**config.mk**
```make
export PLATFORM = sky130hd
export DESIGN_NAME = hilbert_index_3d_unit
export DESIGN_NICKNAME = d
export VERILOG_FILES = /design/src/design/hi3_pkg.sv /design/src/design/hilbert_index_3d_unit.sv /design/src/design/hi3_cell.sv
export SDC_FILE = /design/constraint.sdc
export NUM_CORES = 2
export LEC_CHECK = 0
export ABC_CLOCK_PERIOD_IN_PS = 5400
export BUFFER_PORTS_ARGS = -buffer_cell sky130_fd_sc_hd__buf_2
export CAP_MARGIN = 25
export CORE_ASPECT_RATIO = 0.7
export CORE_UTILIZATION = 55
export CTS_CLUSTER_SIZE = 24
export DETAILED_ROUTE_END_ITERATION = 16
export HOLD_SLACK_MARGIN = 0.15
export PLACE_DENSITY = 0.72
export SYNTH_ARGS = -nofsm -noshare
export SYNTH_HDL_FRONTEND = slang
export SYNTH_SLANG_ARGS = --single-unit
```
**constraint.sdc**
```tcl
create_clock -name clk_i -period 5.4 [get_ports clk_i]
set_clock_uncertainty 0.05 [all_clocks]
set_input_delay 0.81 -clock clk_i [delete_from_list [all_inputs] [get_ports clk_i]]
set_output_delay 0.81 -clock clk_i [all_outputs]
set_load 0.02 [all_outputs]
```
**src/design/hi3_pkg.sv**
```systemverilog
// Shared types, widths and curve tables for the 3D Hilbert index unit.
package hi3_pkg;

  // Fixed widths of the coordinate and index fields.
  localparam int unsigned COORD_W = 21;
  localparam int unsigned INDEX_W = 63;

  typedef logic [2:0] hi3_digit_t;

  // Rotation: one digit for each of the eight octants.
  typedef hi3_digit_t [7:0] hi3_rot_t;

  // Payload handed from one cell to the next.
  typedef struct packed {
    logic [COORD_W-1:0] x;
    logic [COORD_W-1:0] y;
    logic [COORD_W-1:0] z;
    hi3_rot_t           rot;
    logic [INDEX_W-1:0] code;
  } hi3_data_t;

  // Octant-to-digit map at the start of every point (entry 0 is the low digit).
  localparam hi3_rot_t BASE_MAP = {3'd5, 3'd6, 3'd2, 3'd1, 3'd4, 3'd7, 3'd3, 3'd0};

  // Rotation update: every entry holding the value r becomes NEXT_ROT[digit][r].
  localparam hi3_digit_t NEXT_ROT [8][8] = '{
    '{3'd0, 3'd7, 3'd6, 3'd1, 3'd2, 3'd5, 3'd4, 3'd3},
    '{3'd0, 3'd3, 3'd4, 3'd7, 3'd6, 3'd5, 3'd2, 3'd1},
    '{3'd0, 3'd3, 3'd4, 3'd7, 3'd6, 3'd5, 3'd2, 3'd1},
    '{3'd2, 3'd3, 3'd0, 3'd1, 3'd6, 3'd7, 3'd4, 3'd5},
    '{3'd2, 3'd3, 3'd0, 3'd1, 3'd6, 3'd7, 3'd4, 3'd5},
    '{3'd6, 3'd5, 3'd2, 3'd1, 3'd0, 3'd3, 3'd4, 3'd7},
    '{3'd6, 3'd5, 3'd2, 3'd1, 3'd0, 3'd3, 3'd4, 3'd7},
    '{3'd4, 3'd3, 3'd2, 3'd5, 3'd6, 3'd1, 3'd0, 3'd7}
  };

endpackage

```
**src/design/hilbert_index_3d_unit.sv**
```systemverilog
// Top level of the 3D Hilbert curve index unit: a chain of one cell per level.
//
// Usage: present a point on coord_x_i, coord_y_i and coord_z_i together with
// start_i. A beat is taken at every rising edge with start_i high and busy_o
// low; busy_o is always low, so a new point may be given in every cycle.
// Coordinates are unsigned integers already scaled to LEVELS bits; bits at
// positions LEVELS and above are ignored.
// Each point walks a row of LEVELS cells, one per level from the top bit
// down. Every cell registers its result, so the index of a point appears on
// curve_index_o once it has passed the register of every cell, marked by a
// one-cycle done_o strobe, and points leave in the order they entered.
// Throughput is one point per cycle.
// The receiver cannot stall: each result is shown for one cycle only.
// Reset clears every beat marker in the chain, so points in flight are
// dropped and no strobe follows until a new point is taken.
module hilbert_index_3d_unit import hi3_pkg::*; #(
  parameter int unsigned LEVELS = 21
) (
  input  logic               clk_i,
  input  logic               rst_ni,
  input  logic               start_i,
  output logic               busy_o,
  input  logic [COORD_W-1:0] coord_x_i,
  input  logic [COORD_W-1:0] coord_y_i,
  input  logic [COORD_W-1:0] coord_z_i,
  output logic               done_o,
  output logic [INDEX_W-1:0] curve_index_o
);

  logic      valid [LEVELS+1];
  hi3_data_t data  [LEVELS+1];

  // The chain never holds a point back.
  assign busy_o = 1'b0;

  // Head of the chain: fresh rotation and an empty index.
  assign valid[0]     = start_i & ~busy_o;
  assign data[0].x    = coord_x_i;
  assign data[0].y    = coord_y_i;
  assign data[0].z    = coord_z_i;
  assign data[0].rot  = BASE_MAP;
  assign data[0].code = '0;

  // One cell per level, top coordinate bit first.
  for (genvar i = 0; i < LEVELS; i++) begin : g_cell
    hi3_cell #(
      .BIT_POS(LEVELS - 1 - i)
    ) u_cell (
      .clk_i  (clk_i),
      .rst_ni (rst_ni),
      .valid_i(valid[i]),
      .data_i (data[i]),
      .valid_o(valid[i+1]),
      .data_o (data[i+1])
    );
  end

  assign done_o        = valid[LEVELS];
  assign curve_index_o = data[LEVELS].code;

`ifndef SYNTHESIS
  // Every accepted point is followed by a done_o strobe at the end of the chain.
  a_latency: assert property (@(posedge clk_i) disable iff (!rst_ni)
    (start_i && !busy_o) |-> ##LEVELS done_o)
    else $error("result strobe missing after an accepted point");

  // The zero point maps to the zero index.
  a_zero_point: assert property (@(posedge clk_i) disable iff (!rst_ni)
    (start_i && !busy_o && coord_x_i == '0 && coord_y_i == '0 && coord_z_i == '0)
    |-> ##LEVELS (curve_index_o == '0))
    else $error("zero point gave a non-zero index");

  // Only the low 3*LEVELS index bits can be set.
  a_index_range: assert property (@(posedge clk_i) disable iff (!rst_ni)
    done_o |-> ((curve_index_o >> (3 * LEVELS)) == '0))
    else $error("index has bits above the level count");
`endif

endmodule

```
**src/design/hi3_cell.sv**
```systemverilog
// One level of the Hilbert index chain: emits one digit and updates the rotation.
module hi3_cell import hi3_pkg::*; #(
  parameter int unsigned BIT_POS = 0
) (
  input  logic      clk_i,
  input  logic      rst_ni,
  input  logic      valid_i,
  input  hi3_data_t data_i,
  output logic      valid_o,
  output hi3_data_t data_o
);

  logic       valid_q;
  hi3_data_t  data_d;
  hi3_data_t  data_q;
  logic [2:0] octant;
  hi3_digit_t digit;

  // Form the octant from this level's coordinate bits and map it to a digit.
  always_comb begin
    octant = {data_i.z[BIT_POS], data_i.y[BIT_POS], data_i.x[BIT_POS]};
    digit  = data_i.rot[octant];
    data_d = data_i;
    for (int k = 0; k < 8; k++) begin
      data_d.rot[k] = NEXT_ROT[digit][data_i.rot[k]];
    end
    data_d.code = {data_i.code[INDEX_W-4:0], digit};
  end

  // Beat marker; cleared by reset.
  always_ff @(posedge clk_i or negedge rst_ni) begin
    if (!rst_ni) begin
      valid_q <= 1'b0;
    end else begin
      valid_q <= valid_i;
    end
  end

  // Payload moves on every cycle; it needs no reset.
  always_ff @(posedge clk_i) begin
    data_q <= data_d;
  end

  assign valid_o = valid_q;
  assign data_o  = data_q;

endmodule

```
# Word-level counts from Yosys, hierarchy flattened

Memories as Yosys holds them, arrays and structs flattened. A register that Yosys moved wholly into a read port is not among the register bits.
Cells that the tools add are included.

Register bits after elaboration: 1800
Bits in latches: 0
RAM bits: 0
Memory bits (read-only): 3864
Input bits: 66
Word-level logic and storage cells: 1174
Memories kept: 21

Memories:

| memory           | depth | width | rd ports | clocked after Yosys merged registers in | write ports | RTL line       | RTL |
|---|---|---|---|---|---|---|---|
| (name not given) | 8     | 24    | 1        | 0                                       | 0           | hi3_cell.sv:25 | `data_d.rot[k] = NEXT_ROT[digit][data_i.rot[k]];` |
| (name not given) | 8     | 24    | 1        | 0                                       | 0           | hi3_cell.sv:25 |  |
| (name not given) | 8     | 24    | 1        | 0                                       | 0           | hi3_cell.sv:25 |  |
| (name not given) | 8     | 24    | 1        | 0                                       | 0           | hi3_cell.sv:25 |  |
| (name not given) | 8     | 24    | 1        | 0                                       | 0           | hi3_cell.sv:25 |  |
| (name not given) | 8     | 24    | 1        | 0                                       | 0           | hi3_cell.sv:25 |  |
| 15 more memories | --    | --    | --       | --                                      | --          | --             |  |

Add/sub/neg operators: 0
$mul: 0
Div/mod/pow operators: 0
Magnitude comparators: 192
Eq/ne operators: 0
Shift-type cells: 0
Multiplexer cells: 535
Bitwise logic cells: 172
Reductions and logical operators: 0

Operators by type and width:

| kind                                                      | count |
|---|---|
| binary-select mux 3 bit (select 3 bit)                    | 172 |
| 2-to-1 mux 3 bit                                          | 325 |
| 2-to-1 mux 24 bit                                         | 38 |
| inverter 3 -> 4 bit                                       | 172 |
| greater-or-equal comparator 4 bit (second input constant) | 171 |
| < comparator 3 x 4 -> 1 bit (second input constant)       | 21 |

# Logic depth before layout (Yosys ltp)

Gate-level depths: netlist (run 1).

Depth after elaboration: 9
Mapped depth: 10
Mapped depth without buffers: 9

# Modules after synthesis

Synthesis (run 1) repeated with hierarchy kept, for this count alone.

Cells, all modules: 7397
Area, all modules: 93315.7 um^2

By module, submodules not included:

| module                           | times used | cells an instance | area each (um^2) |
|---|---|---|---|
| hi3_cell (g_cell[10].u_cell ...) | 20         | 353               | 4443.0 |
| hi3_cell (g_cell[0].u_cell)      | 1          | 334               | 4440.5 |
| hilbert_index_3d_unit            | 1          | 3                 | 15.0 |

# Least setup slack after synthesis (run 1)

No wires, ideal clock.

Path type: register to register
Start point: register g_cell[11].u_cell.data_q (netlist bit g_cell[11].u_cell.data_o[137])
End point: register g_cell[12].u_cell.data_q (netlist bit g_cell[12].u_cell.data_o[65])
Setup time: 134 ps
Arrival: 2457 ps
Required time: 5216 ps
Setup slack: 2759 ps
Stages on the path, launching flop included: 10
Path buffers: 3
Cells stage by stage: dfxtp_1 > buf_4 > mux4_2 > mux2i_1 > ha_1 > clkbuf_1 > and2_1 > clkbuf_1 > a21oi_1 > mux4_2

RTL lines:

| what                     | RTL line       | RTL |
|---|---|---|
| start: declaration       | hi3_cell.sv:15 | `hi3_data_t data_q;` |
| start signal: assignment | hi3_cell.sv:41 | `data_q <= data_d;` |
| end signal: assignment   | hi3_cell.sv:41 |  |
| end: declaration         | hi3_cell.sv:15 |  |

==> metrics, run 1 <==
Sw Share=between 30% and 40%; Resized Gates After CTS=0; Detailed Route WL=86.1 mm; Worst R2R Start=g_cell[0].u_cell.data_o[148]; number of synthesized flops with an enable pin=0; TritonRoute pass-1 iters=8; hold crit path type=reg2reg; Arr. time, crit path=3600 ps; post-route setup TNS=0 ps; Area contributors post-synth=dfxtp_1, mux4_2, mux2i_1, ha_1, xnor2_1; FF-to-FF End=g_cell[1].u_cell.data_o[68]; Routed WL per cell=about 16 µm; total of max-cap violations=0; logic gate share of total power=between 20 and 30%; Syn Area/Cell=12.9 µm²; Core Area=between 90000 and 100000 µm²; crit share post-route=between 50% and 60%; DRT iter0 DRCs=roughly 2400; crit end category=flop; slowest cell on the critical path=mux2i_4; Mapped Area=roughly 50000 µm²; Max VDD drop=between 0.3 and 0.4 mV; status=complete, no violations; Reg power frac=a little under half; dpl hpwl=54.8 mm; GR peak layer=met1; post-layout net count=roughly 4100; PwrDens=~720 nW/µm²; ys flop type=dfxtp_1; Die ar.=92400 µm²; Async SR Flop Fraction=~1.3%; Post-Syn Instances=between 3000 and 4000; RSZ-0062 raised after global routing=no; max incr delay on CP=between 600 and 700 ps; via count=between 20000 and 30000; GPL Wtd Cong=approximately 0.87; DRC=0; Port Buffers=between 100 and 150; Worst-path clk slew=~60 ps; Yosys top cell by area=dfxtp_1; highest clock rate=approximately 0.33 GHz; yosys warns=0; FF-to-FF path depth=6; maximum fanout along the worst path=27; Synth Net Count=4046; Hold Crit Start=g_cell[2].u_cell.data_o[91]; Ant. Diodes=0; total net switching power=13500 µW; met3 global-route usage=3.68%; r2r setup slk=between 2000 and 2500 ps; Area Overhead vs Synth=12.9%; gr ovfl total=0; vias per cell=about 5.3; Fin Hold WS=~250 ps; initial antenna violation count=4; met1 GRT Util=about 28%; Hold Path Stages=0; Post-DRT Antenna Nets=0; Max H-tree Level=4; final count of hold timing violations=0; Worst slew margin=around 39%; Setup Viol. Count Final=0; most frequent cells after synthesis=dfxtp_1, nor2_1, mux2i_1; Critical Path Source Type=flop; worst-path cell chain=mux4_2 > mux2i_4 > inv_2 > nor2_1 > a211oi_1 > a31o_2; actual slew at the worst max-slew pin=897 ps; Clk pwr share=a little over a quarter; CTS Sinks=roughly 1700; leak pwr=approximately 0.023 µW; worst-skew pair later-pin latency=about 760 ps; Rows=92; Synth top area share=65.4%; Hold Path End=g_cell[3].u_cell.data_o[91]; pin count of the biggest net entering global routing=38; CTS tree=done; Tot GR Track Use=18.6%; TritonCTS Buffers=between 100 and 150; Crit Path Class=reg2reg; Pint=~27000 µW; met2 usage=26.2%; Initial Utilization=between 50% and 60%; Final min period=about 3000 ps; Bufs on Longest Clock Path=3; max-slew violations=0; setup bufs post-CTS=0; Seq cells post-synth=about 1700; Die Wd=about 360 µm; die height=roughly 250 µm; Critical Path RT=roughly 6000 ps; register area share after synthesis=about two thirds; Distinct cells, synth=68; vias in the first global route=25948; layout cells sized above 1=around 14%; first-pass GRT wire length=roughly 140 mm; clk root buf=clkbuf_16; most frequent cell after synthesis=dfxtp_1; Hold-fix buffers, CTS=slightly above 60; IO Pins=131
how the worst max path moves through the flow:
stage	cells past startpoint	endpoint	start	slack [ps]
global placement	6	g_cell[12].u_cell.data_o[74]	g_cell[11].u_cell.data_o[137]	2540
finish	6	g_cell[1].u_cell.data_o[68]	g_cell[0].u_cell.data_o[148]	2400
floorplan	9	g_cell[12].u_cell.data_o[65]	g_cell[11].u_cell.data_o[137]	2760
global route	6	g_cell[1].u_cell.data_o[68]	g_cell[0].u_cell.data_o[148]	2180
CTS	7	g_cell[8].u_cell.data_o[83]	g_cell[7].u_cell.data_o[141]	2430
detailed placement	7	g_cell[8].u_cell.data_o[83]	g_cell[7].u_cell.data_o[141]	2440
per-stage QoR:
stage / setup slack (ps) / cells / power (µW) / cell area, µm² / utilization, %
6_report: 2400 / 5319 / 40800 / 56700 / 62.9
5_1_grt: 2180 / 5319 / 43200 / 56700 / 62.9
4_1_cts: 2430 / 5319 / 41000 / 56700 / 62.9
3_5_place_dp: 2440 / 4989 / 30100 / 51000 / 56.5
3_3_place_gp: 2540 / 4989 / 29800 / 51000 / 56.5
2_1_floorplan: 2760 / 3900 / 27500 / 50200 / -
cell families (layout without fill, tap and decap cells):
family          count (synthesis)  in the layout  share of synthesized area (%)
flops                        1660           1660                           66.5
compound gates                629            629                           8.81
fa+ha+maj                      80             80                           2.00
mux                           377            377                           10.8
other cells                     1              1                        0.00748
buf+inv                       401            598                           3.82
simple gates                  616            616                           5.74
xor+xnor                      136            136                           2.37
state kept, by name, summed over array words and instances (netlist names):
register and cells:
g_cell.u_cell.data_o 1639, g_cell.u_cell.valid_o 21
metal layers:
layer / vias to the layer above / part of all wire (%) / routed length (µm)
met5: - / 0 / 0
met4: 0 / 2.0 / 1720
met3: 120 / 7.0 / 6040
met2: 936 / 42 / 36000
met1: 13202 / 49 / 42400
li1: 13706 / - / -
layout make-up:
type	instances	area [µm²]
repair buffers	192	1270
inverters	138	529
fillers	6682	33500
multi-input cells	1839	14900
well taps	1222	1530
clock buffers	188	4060
clock inverters	80	1010
flip-flops and latches	1660	33300
critical path: cells and delay by family, from the launching register on:
kind                   cells  cell delay (ps)
flip-flops                 1              490
buffers and inverters      1              350
AND/OR/NAND/NOR            1              380
AO/OA/AOI/OAI              2              380
multiplexers               2             1230
placed cells by master (no fill, tap or decap), types with 15 or more instances in the layout:
| cell | count |
|---|---|
| clkbuf_8 | 23 |
| dfxtp_1 | 1639 |
| dfrtp_1 | 21 |
| clkbuf_16 | 147 |
| xor2_1 | 26 |
| xnor2_1 | 110 |
| nand2b_1 | 35 |
| o31ai_1 | 33 |
| a221oi_1 | 51 |
| nor2b_1 | 24 |
| buf_2 | 129 |
| mux4_2 | 118 |
| o221ai_1 | 48 |
| o21ai_0 | 48 |
| a211oi_1 | 44 |
| mux2_2 | 32 |
| nand2_1 | 105 |
| ha_1 | 80 |
| clkinv_2 | 27 |
| a2bb2oi_1 | 25 |
| dlygate4sd3_1 | 62 |
| a221o_1 | 17 |
| nand3_1 | 32 |
| inv_1 | 124 |
| o22ai_1 | 28 |
| o211ai_1 | 27 |
| o21a_1 | 16 |
| nor3_1 | 147 |
| a31oi_1 | 33 |
| nor2_1 | 214 |
| a21oi_1 | 157 |
| clkbuf_1 | 18 |
| mux2i_1 | 210 |
| o211a_1 | 15 |
power groups by stage:
stage	Sequential, µW	Clock [µW]	Combinational [µW]
2_1_floorplan	17300	0	10300
3_3_place_gp	18900	0	10900
3_5_place_dp	19000	0	11200
4_1_cts	18800	10900	11300
5_1_grt	19200	11400	12600
6_report	18800	10600	11400
No activity file was read; power rests on OpenSTA's default activity.
==> run 2: changes to the inputs <==
- ABC_CLOCK_PERIOD_IN_PS: 5400 -> 3100
- clock period: 5.4 -> 3.1 ns (I/O delays scaled with it)
==> run 2 against run 1 <==
  * Global-route usage increased by 0.17 points
  * Fmax increased by 1.8%
  * Worst setup slack got worse by 2200 ps
  * Final cell count increased by 0.79%
  * Hold slack improved by 8.3 ps
  * Via count increased by 0.49%
  * Final area increased by 0.57%
  * Register-to-register slack got worse by 2200 ps
  * Highest routed layer unchanged
  * Non-clock buffer count increased by 48
  * Critical path type unchanged
  * Die area unchanged
  * First-iteration DRC count decreased by 1.0%
  * Power increased by 75%
==> metrics, run 2 (synthesis results as in run 1) <==
status=complete, no violations; highest clock rate=between 0.3 and 0.4 GHz; DRT iter0 DRCs=2338; Die ar.=between 90000 and 100000 µm²; most frequent cells in the layout=dfxtp_1, nor2_1, mux2i_1; post-layout net count=around 4200; pre-CTS setup slack=between 200 and 250 ps; post-route setup TNS=0 ps; Rows=between 90 and 100; Worst slew margin=around half; DR WL met3=6.10 mm; maximum fanout along the worst path=16; Die Wd=between 300 and 400 µm; layout cells sized above 1=between 10% and 20%; crit share post-route=approximately 95%; gr ovfl total=0; total of max-cap violations=0; vias in the first global route=about 26000; Core Area=between 90000 and 100000 µm²; Max H-tree Level=4; via count=28100; CTS tree=done; Max VDD drop=0.625 mV; first-pass GRT wire length=139 mm; max layer used=met4; Ant. Diodes=0; Clk pwr share=25.8%; Bufs on Longest Clock Path=3; Critical Path Source Type=flop; Routed WL per cell=~16 µm; IO Pins=roughly 130; Arr. time, crit path=between 3000 and 4000 ps; Post-DRT Antenna Nets=0; final count of hold timing violations=0; TritonRoute pass-1 iters=5; clk root buf=clkbuf_16; most common cell after layout, fill and taps aside=dfxtp_1; Tot GR Track Use=18.7%; WL met2=about 37 mm; worst-skew pair later-pin latency=~760 ps; Area Overhead vs Synth=13.6%; dpl hpwl=55.9 mm; initial antenna violation count=2; die height=roughly 250 µm; Crit Path Class=reg2reg; Pint=approximately 48000 µW; Final min period=between 2000 and 3000 ps; vias per cell=5.24; PwrDens=1250 nW/µm²; Critical Path RT=roughly 3700 ps; Final Non-Filler Cells=5361; DRC=0; Sw Share=about 33%; RSZ-0062 raised after global routing=no; GPL Wtd Cong=between 0.8 and 0.9; CTS Sinks=between 1500 and 2000; Initial Utilization=between 50 and 60%; max-slew violations=0; worst setup margin=152 ps; Worst-path clk slew=60 ps; DP Cell Count=5031; Setup Viol. Count Final=0; total net switching power=between 20000 and 25000 µW; hold crit path type=reg2reg; pin count of the biggest net entering global routing=38; Layout Utilization=~63%; Detailed Route WL=a little under 90 mm; Reg power frac=between 40% and 50%; logic gate share of total power=around 28%; crit end category=flop; Port Buffers=129; overall power=approximately 70000 µW; WL met1=about 43 mm; Fill cells=6713; actual slew at the worst max-slew pin=about 730 ps; Largest register FFs=roughly 1600; leak pwr=roughly 0.024 µW; TritonCTS Buffers=143
## run 2: changes by cell type in the layout (fill, tap and decap cells not counted)
cell and change:
clkinv_16 -1, bufinv_16 +1, ha_2 +1, buf_4 +42, dlygate4sd3_1 +5, inv_16 +2
ha_1 -1, clkbuf_16 -1, inv_6 -7, clkinv_2 -4, clkbuf_8 -3, clkbuf_1 +5
buf_16 +1, clkinvlp_4 +2
## run 2: cell type report
type                            count  area, µm²  area share (%)
Inverter                          138        529           0.929
Sequential cell                  1660      33300            58.5
Tap cell                         1222       1530            2.68
Multi-Input combinational cell   1839      14900            26.2
Clock inverter                     73        986            1.73
Timing Repair Buffer              240       1670            2.93
Clock buffer                      189       4020            7.05
## run 2: repair_timing
action,CTS,global route
setup endpoints to repair,0,2
buffers inserted,0,0
gates resized for setup,0,1
hold buffers,67,0
endpoints found under the hold margin,97,0
## run 2: per-stage QoR
step                instance area (µm²)  hold WS (ps)
global route                      57000           250
finish                            57000           255
global placement                  51300           260
detailed placement                51300           262
floorplan                         50200           119
CTS                               56900           212
## run 2: critical path, stage by stage (launching register included)
cell      delay [ps]
dfxtp_1          580
mux4_2           550
mux2i_1          260
inv_1            140
ha_1             610
mux2i_1          270
a211oi_1         300
a21oi_1           60
## run 2: path summary, 6_finish.rpt
path / from / end / slack [ps] / depth (start not counted)
setup / recovery: g_cell[8].u_cell.data_o[140] / g_cell[9].u_cell.data_o[74] / 150 / 7
hold / removal: g_cell[19].u_cell.data_o[20] / g_cell[20].u_cell.data_o[23] / 250 / 0
setup reg to reg: g_cell[8].u_cell.data_o[140] / g_cell[9].u_cell.data_o[74] / 150 / 7
hold reg to reg: g_cell[19].u_cell.data_o[20] / g_cell[20].u_cell.data_o[23] / 250 / 0
max in group asynchronous: rst_ni / g_cell[18].u_cell.valid_o / 1840 / 4
min in group asynchronous: rst_ni / g_cell[4].u_cell.valid_o / 700 / 3
## run 2: power by group through the flow
stage                     registers, µW  logic [µW]  clock network [µW]
final                             32700       20300               18400
after global routing              33400       22400               19800
after detailed placement          33000       19900                   0
after CTS                         32600       20100               18900
after global placement            32800       19400                   0
after floorplan                   30100       17900                   0
## run 2: routing by layer
| layer | global-route usage, % | up-vias |
|---|---|---|
| met1 | 28.2 | 13297 |
| met5 | 0 | - |
| met2 | 26.3 | 874 |
| li1 | - | 13810 |
| met4 | 6.82 | 0 |
| met3 | 4.13 | 119 |
